### src/rtl/ccs_pkg.sv
// Shared widths, constants, register indexes, state and handshake types of the column sum unit.
package ccs_pkg;

  // Field widths
  localparam int unsigned COL_W     = 7;
  localparam int unsigned ROW_W     = 9;
  localparam int unsigned COND_W    = 24;
  localparam int unsigned CUR_W     = 40;
  localparam int unsigned IN_DATA_W = 40;
  localparam int unsigned OUT_DATA_W = 48;

  // Configuration register widths
  localparam int unsigned VOLT_W   = 20;
  localparam int unsigned STEP_W   = 16;
  localparam int unsigned ACCESS_W = 30;
  localparam int unsigned SPAN_W   = 10;
  localparam int unsigned CFG_IDX_W  = 3;
  localparam int unsigned CFG_DATA_W = 30;

  // Datapath widths
  localparam int unsigned PROD_A_W   = 24;
  localparam int unsigned PROD_B_W   = 26;
  localparam int unsigned WIRE_W     = 31;
  localparam int unsigned DIVIDEND_W = 50;
  localparam int unsigned DIVISOR_W  = 51;

  // Scale constants
  localparam logic [DIVIDEND_W-1:0] INV_SCALE  = 50'd1000000000000000;
  localparam logic [DIVIDEND_W-1:0] VOLT_SCALE = 50'd1000000000;
  localparam logic [CUR_W-1:0]      ACC_MAX    = {CUR_W{1'b1}};

  // Register reset values
  localparam logic [VOLT_W-1:0]   VOLT_RST   = 20'd500000;
  localparam logic [STEP_W-1:0]   ROW_STEP_RST = 16'd152;
  localparam logic [STEP_W-1:0]   COL_STEP_RST = 16'd152;
  localparam logic [ACCESS_W-1:0] ACCESS_RST = 30'd15000000;
  localparam logic [SPAN_W-1:0]   SPAN_RST   = 10'd400;

  // Register indexes
  localparam logic [CFG_IDX_W-1:0] REG_READ_VOLTAGE = 3'd0;
  localparam logic [CFG_IDX_W-1:0] REG_ROW_STEP     = 3'd1;
  localparam logic [CFG_IDX_W-1:0] REG_COL_STEP     = 3'd2;
  localparam logic [CFG_IDX_W-1:0] REG_ACCESS       = 3'd3;
  localparam logic [CFG_IDX_W-1:0] REG_ROW_SPAN     = 3'd4;

  // Controller states
  typedef enum logic [2:0] {
    ST_IDLE,
    ST_WIRE,
    ST_DIV_INV,
    ST_DIV_CUR,
    ST_ACC
  } ccs_state_t;

  // Controller to datapath commands
  typedef struct packed {
    logic load_cell;
    logic calc_wire;
    logic start_inv;
    logic start_cur;
    logic accumulate;
    logic emit;
  } ccs_cmd_t;

  // Datapath to controller status
  typedef struct packed {
    logic div_busy;
    logic div_done;
    logic skip;
    logic last;
    logic out_free;
  } ccs_status_t;

endpackage

### src/rtl/ccs_divider.sv
// Restoring radix-2 divider, one quotient bit per cycle.
module ccs_divider (
  input  logic                              clk,
  input  logic                              rst_n,
  input  logic                              start,
  input  logic [ccs_pkg::DIVIDEND_W-1:0]    dividend,
  input  logic [ccs_pkg::DIVISOR_W-1:0]     divisor,
  output logic                              busy,
  output logic                              done,
  output logic [ccs_pkg::DIVIDEND_W-1:0]    quotient
);
  import ccs_pkg::*;

  localparam int unsigned CNT_W = $clog2(DIVIDEND_W);

  logic [DIVISOR_W-1:0]  rem_r,  rem_nxt;
  logic [DIVIDEND_W-1:0] quo_r,  quo_nxt;
  logic [DIVISOR_W-1:0]  div_r;
  logic [CNT_W-1:0]      cnt_r;
  logic                  busy_r, done_r;
  logic [DIVISOR_W:0]    trial;
  logic                  ge;

  // Shift in the next dividend bit and try a subtract
  always_comb begin
    trial   = {rem_r, quo_r[DIVIDEND_W-1]};
    ge      = (trial >= {1'b0, div_r});
    rem_nxt = ge ? DIVISOR_W'(trial - {1'b0, div_r}) : trial[DIVISOR_W-1:0];
    quo_nxt = {quo_r[DIVIDEND_W-2:0], ge};
  end

  // Control: busy flag, bit counter, done pulse
  always_ff @(posedge clk) begin
    if (!rst_n) begin
      busy_r <= 1'b0;
      done_r <= 1'b0;
      cnt_r  <= '0;
    end else if (start) begin
      busy_r <= 1'b1;
      done_r <= 1'b0;
      cnt_r  <= '0;
    end else if (busy_r) begin
      cnt_r <= cnt_r + 1'b1;
      if (cnt_r == CNT_W'(DIVIDEND_W - 1)) begin
        busy_r <= 1'b0;
        done_r <= 1'b1;
      end else begin
        done_r <= 1'b0;
      end
    end else begin
      done_r <= 1'b0;
    end
  end

  // Operand and partial result registers
  always_ff @(posedge clk) begin
    if (start) begin
      rem_r <= '0;
      quo_r <= dividend;
      div_r <= divisor;
    end else if (busy_r) begin
      rem_r <= rem_nxt;
      quo_r <= quo_nxt;
    end
  end

  assign busy     = busy_r;
  assign done     = done_r;
  assign quotient = quo_r;

endmodule

### src/rtl/ccs_datapath.sv
// Datapath: configuration registers, wire resistance, divider operands, accumulator, output register.
module ccs_datapath (
  input  logic                              clk,
  input  logic                              rst_n,
  input  logic                              cfg_we,
  input  logic [ccs_pkg::CFG_IDX_W-1:0]     cfg_index,
  input  logic [ccs_pkg::CFG_DATA_W-1:0]    cfg_wdata,
  input  logic [ccs_pkg::IN_DATA_W-1:0]     in_tdata,
  input  logic                              in_tuser,
  input  logic                              in_tlast,
  output logic                              out_tvalid,
  input  logic                              out_tready,
  output logic [ccs_pkg::OUT_DATA_W-1:0]    out_tdata,
  input  ccs_pkg::ccs_cmd_t                 cmd,
  output ccs_pkg::ccs_status_t              st
);
  import ccs_pkg::*;

  // Configuration registers
  logic [VOLT_W-1:0]   volt_r;
  logic [STEP_W-1:0]   row_step_r;
  logic [STEP_W-1:0]   col_step_r;
  logic [ACCESS_W-1:0] access_r;
  logic [SPAN_W-1:0]   span_r;

  // Cell registers
  logic [COL_W-1:0]      col_r;
  logic [COND_W-1:0]     cond_r;
  logic                  active_r;
  logic                  last_r;
  logic [PROD_A_W-1:0]   prod_a_r, prod_a_nxt;
  logic [PROD_B_W-1:0]   prod_b_r, prod_b_nxt;
  logic [DIVIDEND_W-1:0] num_r,    num_nxt;
  logic [WIRE_W-1:0]     wire_r,   wire_nxt;

  // Accumulator and output
  logic [CUR_W-1:0]      acc_r;
  logic [CUR_W-1:0]      out_cur_r;
  logic [COL_W-1:0]      out_id_r;
  logic                  out_valid_r;

  // Divider hookup
  logic                  div_start;
  logic [DIVIDEND_W-1:0] div_dividend;
  logic [DIVISOR_W-1:0]  div_divisor;
  logic                  div_busy, div_done;
  logic [DIVIDEND_W-1:0] div_quotient;

  logic [COL_W-1:0]      in_col;
  logic [ROW_W-1:0]      in_row;
  logic [COND_W-1:0]     in_cond;
  logic [SPAN_W-1:0]     row_dist;
  logic                  skip;
  logic [DIVIDEND_W-1:0] cur;
  logic [DIVIDEND_W:0]   sum;
  logic [CUR_W-1:0]      sat;

  assign in_col  = in_tdata[COL_W-1:0];
  assign in_row  = in_tdata[COL_W+ROW_W-1:COL_W];
  assign in_cond = in_tdata[COL_W+ROW_W+COND_W-1:COL_W+ROW_W];

  // Register writes
  always_ff @(posedge clk) begin
    if (!rst_n) begin
      volt_r     <= VOLT_RST;
      row_step_r <= ROW_STEP_RST;
      col_step_r <= COL_STEP_RST;
      access_r   <= ACCESS_RST;
      span_r     <= SPAN_RST;
    end else if (cfg_we) begin
      case (cfg_index)
        REG_READ_VOLTAGE: volt_r     <= cfg_wdata[VOLT_W-1:0];
        REG_ROW_STEP:     row_step_r <= cfg_wdata[STEP_W-1:0];
        REG_COL_STEP:     col_step_r <= cfg_wdata[STEP_W-1:0];
        REG_ACCESS:       access_r   <= cfg_wdata[ACCESS_W-1:0];
        REG_ROW_SPAN:     span_r     <= cfg_wdata[SPAN_W-1:0];
        default: ;
      endcase
    end
  end

  // Wire resistance terms and numerator of the cell current
  always_comb begin
    row_dist   = (span_r > SPAN_W'(in_row)) ? SPAN_W'(span_r - SPAN_W'(in_row)) : '0;
    prod_a_nxt = PROD_A_W'((PROD_A_W'(in_col) + PROD_A_W'(1)) * PROD_A_W'(row_step_r));
    prod_b_nxt = PROD_B_W'(PROD_B_W'(row_dist) * PROD_B_W'(col_step_r));
    num_nxt    = DIVIDEND_W'(DIVIDEND_W'(volt_r) * VOLT_SCALE);
    wire_nxt   = WIRE_W'(prod_a_r) + WIRE_W'(prod_b_r) + WIRE_W'(access_r);
  end

  // Capture the cell on transfer, sum the wire terms in the next cycle
  always_ff @(posedge clk) begin
    if (cmd.load_cell) begin
      col_r    <= in_col;
      cond_r   <= in_cond;
      active_r <= in_tuser;
      last_r   <= in_tlast;
      prod_a_r <= prod_a_nxt;
      prod_b_r <= prod_b_nxt;
      num_r    <= num_nxt;
    end
    if (cmd.calc_wire) begin
      wire_r <= wire_nxt;
    end
  end

  // Divider operands: first the inverse conductance, then the current
  always_comb begin
    div_start    = cmd.start_inv | cmd.start_cur;
    div_dividend = cmd.start_cur ? num_r : INV_SCALE;
    div_divisor  = cmd.start_cur ? (DIVISOR_W'(div_quotient) + DIVISOR_W'(wire_r))
                                 : DIVISOR_W'(cond_r);
  end

  ccs_divider u_div (
    .clk      (clk),
    .rst_n    (rst_n),
    .start    (div_start),
    .dividend (div_dividend),
    .divisor  (div_divisor),
    .busy     (div_busy),
    .done     (div_done),
    .quotient (div_quotient)
  );

  // Saturating add of the cell current
  always_comb begin
    skip = !active_r || (cond_r == '0);
    cur  = skip ? '0 : div_quotient;
    sum  = (DIVIDEND_W+1)'(acc_r) + (DIVIDEND_W+1)'(cur);
    sat  = (sum > (DIVIDEND_W+1)'(ACC_MAX)) ? ACC_MAX : sum[CUR_W-1:0];
  end

  // Accumulator
  always_ff @(posedge clk) begin
    if (!rst_n) begin
      acc_r <= '0;
    end else if (cmd.emit) begin
      acc_r <= '0;
    end else if (cmd.accumulate) begin
      acc_r <= sat;
    end
  end

  // Output register: load on emit, drop on transfer
  always_ff @(posedge clk) begin
    if (!rst_n) begin
      out_valid_r <= 1'b0;
    end else if (cmd.emit) begin
      out_valid_r <= 1'b1;
    end else if (out_tready) begin
      out_valid_r <= 1'b0;
    end
  end

  always_ff @(posedge clk) begin
    if (cmd.emit) begin
      out_cur_r <= sat;
      out_id_r  <= col_r;
    end
  end

  assign out_tvalid = out_valid_r;
  assign out_tdata  = {1'b0, out_id_r, out_cur_r};

  assign st.div_busy = div_busy;
  assign st.div_done = div_done;
  assign st.skip     = skip;
  assign st.last     = last_r;
  assign st.out_free = !out_valid_r || out_tready;

endmodule

### src/rtl/ccs_ctrl.sv
// Controller: per cell, wire sum, two divisions unless skipped, then accumulation.
module ccs_ctrl (
  input  logic                 clk,
  input  logic                 rst_n,
  input  logic                 in_tvalid,
  output logic                 in_tready,
  input  ccs_pkg::ccs_status_t st,
  output ccs_pkg::ccs_cmd_t    cmd
);
  import ccs_pkg::*;

  ccs_state_t state_r, state_nxt;

  // State register
  always_ff @(posedge clk) begin
    if (!rst_n) begin
      state_r <= ST_IDLE;
    end else begin
      state_r <= state_nxt;
    end
  end

  // Next state and commands
  always_comb begin
    state_nxt = state_r;
    cmd       = '0;
    in_tready = 1'b0;
    case (state_r)
      ST_IDLE: begin
        in_tready = 1'b1;
        if (in_tvalid) begin
          cmd.load_cell = 1'b1;
          state_nxt     = ST_WIRE;
        end
      end
      ST_WIRE: begin
        cmd.calc_wire = 1'b1;
        if (st.skip) begin
          state_nxt = ST_ACC;
        end else begin
          cmd.start_inv = 1'b1;
          state_nxt     = ST_DIV_INV;
        end
      end
      ST_DIV_INV: begin
        if (st.div_done) begin
          cmd.start_cur = 1'b1;
          state_nxt     = ST_DIV_CUR;
        end
      end
      ST_DIV_CUR: begin
        if (st.div_done) begin
          state_nxt = ST_ACC;
        end
      end
      ST_ACC: begin
        if (!st.last) begin
          cmd.accumulate = 1'b1;
          state_nxt      = ST_IDLE;
        end else if (st.out_free) begin
          cmd.emit  = 1'b1;
          state_nxt = ST_IDLE;
        end
      end
      default: begin
        state_nxt = ST_IDLE;
      end
    endcase
  end

`ifndef SYNTHESIS
  a_accept_to_wire: assert property (@(posedge clk) disable iff (!rst_n)
    (in_tvalid && in_tready) |=> (state_r == ST_WIRE))
    else $error("cell transfer not followed by wire sum");

  a_start_when_free: assert property (@(posedge clk) disable iff (!rst_n)
    (cmd.start_inv || cmd.start_cur) |-> !st.div_busy)
    else $error("divider started while busy");

  a_emit_room: assert property (@(posedge clk) disable iff (!rst_n)
    cmd.emit |-> st.out_free)
    else $error("column sum emitted over a pending result");

  a_done_in_div: assert property (@(posedge clk) disable iff (!rst_n)
    st.div_done |-> (state_r == ST_DIV_INV || state_r == ST_DIV_CUR))
    else $error("divider done outside a division state");
`endif

endmodule

### src/rtl/crossbar_column_current_sum_unit.sv
// Top level of the crossbar column read-current sum unit.
//
//  channel  dir  handshake              payload
//  in_      in   in_tvalid/in_tready    tdata: col, row, conductance; tuser: row active; tlast
//  out_     out  out_tvalid/out_tready  tdata: column current, column id
//  cfg_     in   cfg_we                 cfg_index, cfg_wdata
//
// An inactive cell or one of zero conductance skips the divider. Any other cell makes two
// passes through the shared one-bit-per-cycle divider.
// Reset is synchronous, active low; it restores register defaults and clears the sum.
// A finished column sum waits in the output register; the next cell is taken meanwhile,
// and only a further column end stalls until that sum is transferred.
module crossbar_column_current_sum_unit (
  input  logic                              clk,
  input  logic                              rst_n,
  input  logic                              cfg_we,
  input  logic [ccs_pkg::CFG_IDX_W-1:0]     cfg_index,
  input  logic [ccs_pkg::CFG_DATA_W-1:0]    cfg_wdata,
  input  logic                              in_tvalid,
  output logic                              in_tready,
  // in_tdata: col_index[6:0], row_index[15:7], conductance_ps[39:16]
  input  logic [ccs_pkg::IN_DATA_W-1:0]     in_tdata,
  // in_tuser: row_active[0]
  input  logic                              in_tuser,
  input  logic                              in_tlast,
  output logic                              out_tvalid,
  input  logic                              out_tready,
  // out_tdata: column_current_pa[39:0], column_id[46:40], zero[47]
  output logic [ccs_pkg::OUT_DATA_W-1:0]    out_tdata
);
  import ccs_pkg::*;

  ccs_cmd_t    cmd;
  ccs_status_t st;

  ccs_ctrl u_ctrl (
    .clk       (clk),
    .rst_n     (rst_n),
    .in_tvalid (in_tvalid),
    .in_tready (in_tready),
    .st        (st),
    .cmd       (cmd)
  );

  ccs_datapath u_dp (
    .clk        (clk),
    .rst_n      (rst_n),
    .cfg_we     (cfg_we),
    .cfg_index  (cfg_index),
    .cfg_wdata  (cfg_wdata),
    .in_tdata   (in_tdata),
    .in_tuser   (in_tuser),
    .in_tlast   (in_tlast),
    .out_tvalid (out_tvalid),
    .out_tready (out_tready),
    .out_tdata  (out_tdata),
    .cmd        (cmd),
    .st         (st)
  );

endmodule
### config.mk
export PLATFORM = sky130hd
export DESIGN_NAME = crossbar_column_current_sum_unit
export DESIGN_NICKNAME = d
export VERILOG_FILES = /design/src/rtl/ccs_pkg.sv /design/src/rtl/ccs_divider.sv /design/src/rtl/ccs_datapath.sv /design/src/rtl/ccs_ctrl.sv /design/src/rtl/crossbar_column_current_sum_unit.sv
export SDC_FILE = /design/constraint.sdc
export NUM_CORES = 2
export LEC_CHECK = 0
export BUFFER_PORTS_ARGS = -buffer_cell sky130_fd_sc_hd__buf_4
export CORE_ASPECT_RATIO = 0.8
export CORE_MARGIN = 2
export CORE_UTILIZATION = 59
export DETAILED_ROUTE_END_ITERATION = 7
export GPL_TIMING_DRIVEN = 0
export PLACE_DENSITY = 0.79
export SLEW_MARGIN = 20
export SYNTH_ARGS = -nofsm -noshare
export SYNTH_HDL_FRONTEND = slang
export SYNTH_SLANG_ARGS = --single-unit
### constraint.sdc
create_clock -name clk -period 9.93 [get_ports clk]
set_input_delay 1.986 -clock clk [delete_from_list [all_inputs] [get_ports clk]]
set_output_delay 1.986 -clock clk [all_outputs]
set_load 0.01 [all_outputs]
== Word level (Yosys, flattened, before mapping) ==
Cells that the tools add are included.

* Flip-flop bits (word level): 498
* Input port bits: 80
* Output and inout port bits: 50
* Word-level logic and storage cells: 105

* Add/sub/neg operators: 8
* $mul: 3
* $lt $le $gt $ge: 3
* Equal/unequal tests: 13
* Mux-type cells: 32
* Bitwise operators: 3
* Reduce and logical (&&, ||, !) cells: 18

{| class="wikitable"
|+ Operators by type and width
! kind !! number
|-
| two-way mux 50 bit || 4
|-
| >= comparator 52 x 51 -> 1 bit || 1
|-
| adder 40 x 50 -> 51 bit || 1
|-
| adder 50 x 31 -> 51 bit || 1
|-
| > comparator 51 x 40 -> 1 bit (second input constant) || 1
|-
| two-way mux 51 bit || 1
|-
| subtractor 51 bit || 1
|-
| multiplier 20 x 21 -> 41 bit (second input constant) || 1
|-
| two-way mux 40 bit || 1
|-
| adder 31 x 30 -> 31 bit || 1
|-
| adder 24 x 26 -> 27 bit || 1
|-
| multiplier 10 x 16 -> 26 bit || 1
|-
| zero test 24 bit || 1
|-
| multiplier 24 x 16 -> 24 bit || 1
|-
| two-way mux 24 bit || 1
|-
| two-way mux 3 bit || 6
|-
| two-way mux 1 bit || 15
|-
| one-hot mux 3 bit (5 select lines) || 1
|-
| == test 3 x 2 -> 1 bit (second input constant) || 4
|-
| > comparator 10 x 9 -> 1 bit || 1
|-
| two-way mux 10 bit || 1
|-
| AND reduction 2 bit || 5
|-
| subtractor 10 x 9 -> 10 bit || 1
|-
| adder 7 x 1 -> 8 bit (second input constant) || 1
|-
| other kinds (17) || 27
|}

== Logic depth before layout (Yosys ltp) ==
* Word-level depth: 6
* Gate-level depth with buffers: 34
* Mapped depth without buffers: 33

== By module ==
From an unflattened synthesis, not the netlist that was laid out.

* Cell total of the unflattened synthesis: 4834
* Area total of the unflattened synthesis: 46772.4 µm²

{| class="wikitable"
|+ Modules (own cells, without submodules)
! module !! times used !! cells each !! area an instance (µm²) !! seq. area each (µm²)
|-
| ccs_datapath || 1 || 3836 || 36727.7 || 8728.4
|-
| ccs_divider || 1 || 973 || 9824.4 || 4214.0
|-
| ccs_ctrl || 1 || 25 || 220.2 || 60.1
|}

== Least setup slack after synthesis ==
Ideal clock, no wire load.

* Path kind: input-to-reg
* Start: input port in_tdata[8] (netlist name)
* End: register u_dp.prod_b_r[23] (data pin)
* Setup time: 258 ps
* Arrival time: 9473 ps
* Data required time: 9672 ps
* Path slack: 199 ps
* Cell stages on the path: 34
* Buffers on the path: 1
* Path through: inv_1 > ha_1 > nor2b_1 > o21ai_0 > nand2b_1 > and2_1 > o21ai_0 > nand2b_1 > a21o_1 > a21o_1 > a21o_1 > a21o_1 > a21oi_1 > clkbuf_1 > nand2b_1 > fa_1 > fa_1 > inv_1 > fa_1 > fa_1 > inv_1 > fa_1 > inv_1 > ha_1 > and2_1 > a22o_1 > a311oi_1 > a22oi_1 > a211o_1 > a31oi_1 > nor2b_1 > o21a_1 > or2_2 > xor2_1

* Cells in the longest elaborated chain, start to end: 3
* Elaborated cells between the ends (all ways): 4
* Those cells by class: add/sub (1); mul (1); order compare (1); mux (1)

{| class="wikitable"
|+ RTL lines
! item !! line !! RTL
|-
| from (decl) || crossbar_column_current_sum_unit.sv:22 || <nowiki>input logic [ccs_pkg::IN_DATA_W-1:0] in_tdata,</nowiki>
|-
| subtractor 10 x 9 -> 10 bit or > comparator 10 x 9 -> 1 bit (tied branches) || ccs_datapath.sv:84 || <nowiki>row_dist = (span_r > SPAN_W'(in_row)) ? SPAN_W'(span_r - SPAN_W'(in_row)) : '0;</nowiki>
|-
| two-way mux 10 bit (*) || ccs_datapath.sv:84 ||
|-
| multiplier 10 x 16 -> 26 bit (*) || ccs_datapath.sv:86 || <nowiki>prod_b_nxt = PROD_B_W'(PROD_B_W'(row_dist) * PROD_B_W'(col_step_r));</nowiki>
|-
| named net u_dp.prod_b_nxt[23] || ccs_datapath.sv:32 || <nowiki>logic [PROD_B_W-1:0] prod_b_r, prod_b_nxt;</nowiki>
|-
| to (signal assigned) || ccs_datapath.sv:99 || <nowiki>prod_b_r <= prod_b_nxt;</nowiki>
|-
| to (decl) || ccs_datapath.sv:32 ||
|}

The timed path passes the listed nets; every way through them passes the cells marked *.
A chain may end at the register's enable or synchronous reset.

== Worst setup path after layout ==
Ends and elaborated chain as after synthesis.

==> results by group <==
Run status
  – Status: complete, no violations

Power and ir drop
  – Design Power: between 10 and 15 mW
  – Combinational share of power: between 50% and 60%
  – Sequential share of power: 26.8%
  – Max IR drop VDD: roughly 0.00021 V
  – P_int: between 7 and 8 mW
  – Clock power frac: between 10% and 20%
  – Sw Ratio: a little over two fifths
  – Switching pwr: around 5.7 mW
  – Power Dens Cells: about 270 nW/um^2
  – Leakage: ~23 nW

Synth
  – Yosys warns: 0
  – Syn Area/Cell: around 9.5 sq um
  – Number of flops mapped to enable cells by yosys: 303
  – Netlist Area Pre-Place: around 45000 sq um
  – Ys flop type: edfxtp_1
  – Post-synthesis sequential area ratio: between 20% and 30%
  – Synthesized instance count: ~4700
  – FFs w/ async S/R, synth: 0%
  – Syn Nets: about 5600
  – Synth cell types: 80
  – Number of synthesized register bits: ~500

Worst setup path
  – Data arrival time of the critical path: 9910 ps
  – Critical path class: input pin to flip-flop
  – CP dominant cell by count: fa_1
  – WP depth: 35
  – CP startpoint: in_tdata[8]
  – Cell family with most CP delay: adder cells
  – CP required: just over 10000 ps
  – Critical path buffers and inverters: 6
  – Slowest-stage cell, CP: fa_1
  – CP peak stage delay: approximately 550 ps
  – Setup slack, reg-to-reg: about 1500 ps
  – FF-to-FF Start: u_dp.span_r[1]
  – Crit. End Element: flip-flop
  – Worst-path fanout max: 10
  – Startpoint types: input pin
  – R2R depth: 33
  – RR Endpoint: u_dp.prod_b_r[23]
  – Crit path to: u_dp.prod_b_r[23]

Floorplan
  – Core area: between 70000 and 80000 sq um
  – Die height: around 250 um
  – Starting density of the core: between 50% and 60%
  – Ports: between 100 and 150
  – Width of the die: roughly 310 um
  – Core Rows: 90
  – Die ar.: between 70000 and 80000 sq um

Layout
  – Nets@finish: about 5800
  – Fillers: between 6000 and 7000
  – Non-Filler Cell Area, Final: between 40000 and 50000 sq um
  – Area growth syn-to-layout: 9.65%
  – Share of layout cells above drive strength 1: 5.92%

GRT
  – Vias in the first global route: 33849
  – Total GRT Usage: a little under a third
  – Initial antenna violation count: 1
  – Largest net degree at the start of global routing: 59
  – Global-route wire length before repair: about 190000 um
  – Grt ovf: 0

Clock tree
  – TritonCTS clock tree: yes
  – Clk root buf: clkbuf_16
  – H-tree depth: 2
  – Clock Latency Late Sink: about 650 ps
  – Num CTS Buffers: 54
  – TritonCTS Sinks: approximately 500
  – Clk pin slew, worst setup/hold paths: around 70 ps
  – CTS Buffer Depth: 3
  – CTS hold repair buffers: 0

STA
  – Min Tclk post-route: 9540 ps
  – Final Hold Viols: 0
  – Setup violations, final: 0
  – Hold WS: a little over 400 ps
  – Peak Freq: about 100 MHz
  – Setup TNS: 0 ps
  – Tcrit/Tclk final: between 90% and 100%
  – Clock Skews: approximately 51 ps
  – Unrepaired setup endpoints after global routing: no
  – Final max-slew violation count: 0
  – Worst slew pin tran: between 1000 and 1500 ps
  – Slew headroom: 21.5%
  – Final setup margin: between 300 and 400 ps

Min path
  – Worst min path class: flip-flop to flip-flop

Place
  – Pre-CTS WS: -848 ps
  – Placer Congestion: around 0.98
  – Port Buffers: 127
  – Placed Area: 46900 sq um
  – Detailed Place HPWL: ~96000 um

Run
  – Max Cap Viol: 0

Detailed routing
  – Via-per-instance ratio: 5.91
  – DR WL/cell: ~20 um
  – DR DRC count: 0
  – Vias post-DR: about 35000
  – Iter 0 DRT Violations: around 3400
  – WL final: 119000 um
  – Detailed Routing Iterations Pass 1: 8
  – DRT antenna net count: 0
[worst reg2reg max path, delay by kind of cell (launching register included)]
| family | cells | cell delay (ps) |
|---|---|---|
| adder cells (fa/ha/maj) | 7 | 3180 |
| XOR/XNOR | 1 | 140 |
| buffers and inverters | 4 | 360 |
| flip-flops | 1 | 390 |
| AO/OA/AOI/OAI | 13 | 2790 |
| AND/OR/NAND/NOR | 8 | 1280 |
[synth_stat cells (all sizes together), types with 12 or more instances]
cell type  instances  area (sq um)
xor2             101           885
nand4             25           156
a21oi            270          1360
inv              588          2210
and2             160          1000
o21bai            36           270
nand3             77           385
nor2b             75           469
a31oi             73           457
a21o             115           863
a21boi            74           556
o22a              17           149
and3              41           257
nor4              13          81.3
nand2            523          1960
nor3              50           250
dfxtp            195          3900
o21a              26           195
a22o              20           175
or2               12          75.1
o31ai             18           149
o21ai            215          1080
xnor2            153          1340
buf               29           134
ha               483          6040
fa               375          7510
clkbuf           134           503
o211ai            27           203
mux2i             21           210
a211oi            44           330
nand2b            49           307
nor2             217           815
or3               18           113
edfxtp           303          9100
[sequential cells by signal (all words and copies together), names as in the netlist, 20 cells and up]
register             flops
u_dp.volt_r             20
u_dp.u_div.div_r        51
u_dp.u_div.rem_r        51
u_dp.prod_a_r           24
u_dp.num_r              41
u_dp.acc_r              40
u_dp.u_div.quotient     50
u_dp.wire_r             31
u_dp.access_r           30
u_dp.cond_r             24
u_dp.prod_b_r           26
u_dp.out_cur_r          40
[logic make-up after synthesis]
logic type      synth area share [%]
fa+ha+maj                       30.4
compound gates                  14.7
other cells                  0.00842
xor+xnor                        4.99
simple gates                    13.7
mux                            0.598
buf+inv                         6.38
flops                           29.2
[placed cells by master, fill, tap and decap left out, drive strengths merged, types with 12 or more instances in the layout]
| cell | n |
|---|---|
| a31oi | 73 |
| and3 | 41 |
| o21a | 26 |
| nor3 | 50 |
| or2 | 12 |
| fa | 375 |
| nor2 | 217 |
| o211ai | 27 |
| ha | 483 |
| xnor2 | 153 |
| mux2i | 21 |
| a21boi | 74 |
| edfxtp | 303 |
| o21ai | 215 |
| dfxtp | 195 |
| o22a | 17 |
| clkinv | 16 |
| nor2b | 75 |
| nand3 | 77 |
| a21oi | 270 |
| buf | 167 |
| nand4 | 25 |
| o21bai | 36 |
| and2 | 160 |
| inv | 589 |
| clkbuf | 212 |
| a21o | 115 |
| o31ai | 18 |
| or3 | 18 |
| a22o | 20 |
| nor4 | 13 |
| nand2b | 49 |
| a211oi | 44 |
| xor2 | 101 |
| nand2 | 523 |
[how the worst min path moves through the flow]
| stage | startpoint | to | slack [ps] | depth (start not counted) |
|---|---|---|---|---|
| after floorplan | u_dp.col_r[0] | u_dp.out_id_r[0] | 400 | 0 |
| after global placement | u_dp.col_r[6] | u_dp.out_id_r[6] | 400 | 0 |
| after detailed placement | u_dp.col_r[0] | u_dp.out_id_r[0] | 400 | 0 |
| after CTS | u_dp.col_r[4] | u_dp.out_id_r[4] | 410 | 0 |
| after global routing | u_dp.col_r[0] | u_dp.out_id_r[0] | 420 | 0 |
| final | u_dp.col_r[4] | u_dp.out_id_r[4] | 410 | 0 |
[layer usage]
layer	up-vias	routed length (um)	GRT usage, %
met1	16925	52800	45.1
met5	-	0	0
met3	228	11600	5.28
met2	1597	51400	46.1
met4	0	3670	9.05
li1	16387	-	-
[through the flow]
stage | std cells | util, %
after floorplan | 4696 | -
after global placement | 5835 | 62.3
after detailed placement | 5843 | 62.5
after CTS | 5945 | 64.9
after global routing | 5947 | 65.0
final | 5948 | 65.1
[power by group through the flow]
stage | sequential [mW] | combinational, mW | clock, mW
final | 3.49 | 7.41 | 2.10
after detailed placement | 3.50 | 7.20 | 0
after CTS | 3.47 | 7.29 | 2.12
after global placement | 3.54 | 7.00 | 0
after global routing | 3.51 | 8.22 | 2.19
after floorplan | 3.34 | 5.47 | 0
[final cells by class]
class / instances / area [sq um] / area share (%)
Multi-Input combinational cell: 3447 / 28800 / 58.9
Sequential cell: 498 / 13000 / 26.6
Inverter: 588 / 2210 / 4.52
Clock buffer: 79 / 1560 / 3.19
Tap cell: 1012 / 1270 / 2.59
Timing Repair Buffer: 137 / 1100 / 2.25
Buffer: 163 / 646 / 1.32
Clock inverter: 23 / 288 / 0.589
Antenna cell: 1 / 2.50 / 0.00512
[repair_timing]
item | CTS | global route
buffers inserted | 0 | 2
endpoints found under the setup margin | 2 | 3
hold endpoints to repair | 0 | 0
pin swaps | 0 | 2
gates resized for setup | 4 | 16
(Power assumes the default switching activity.)
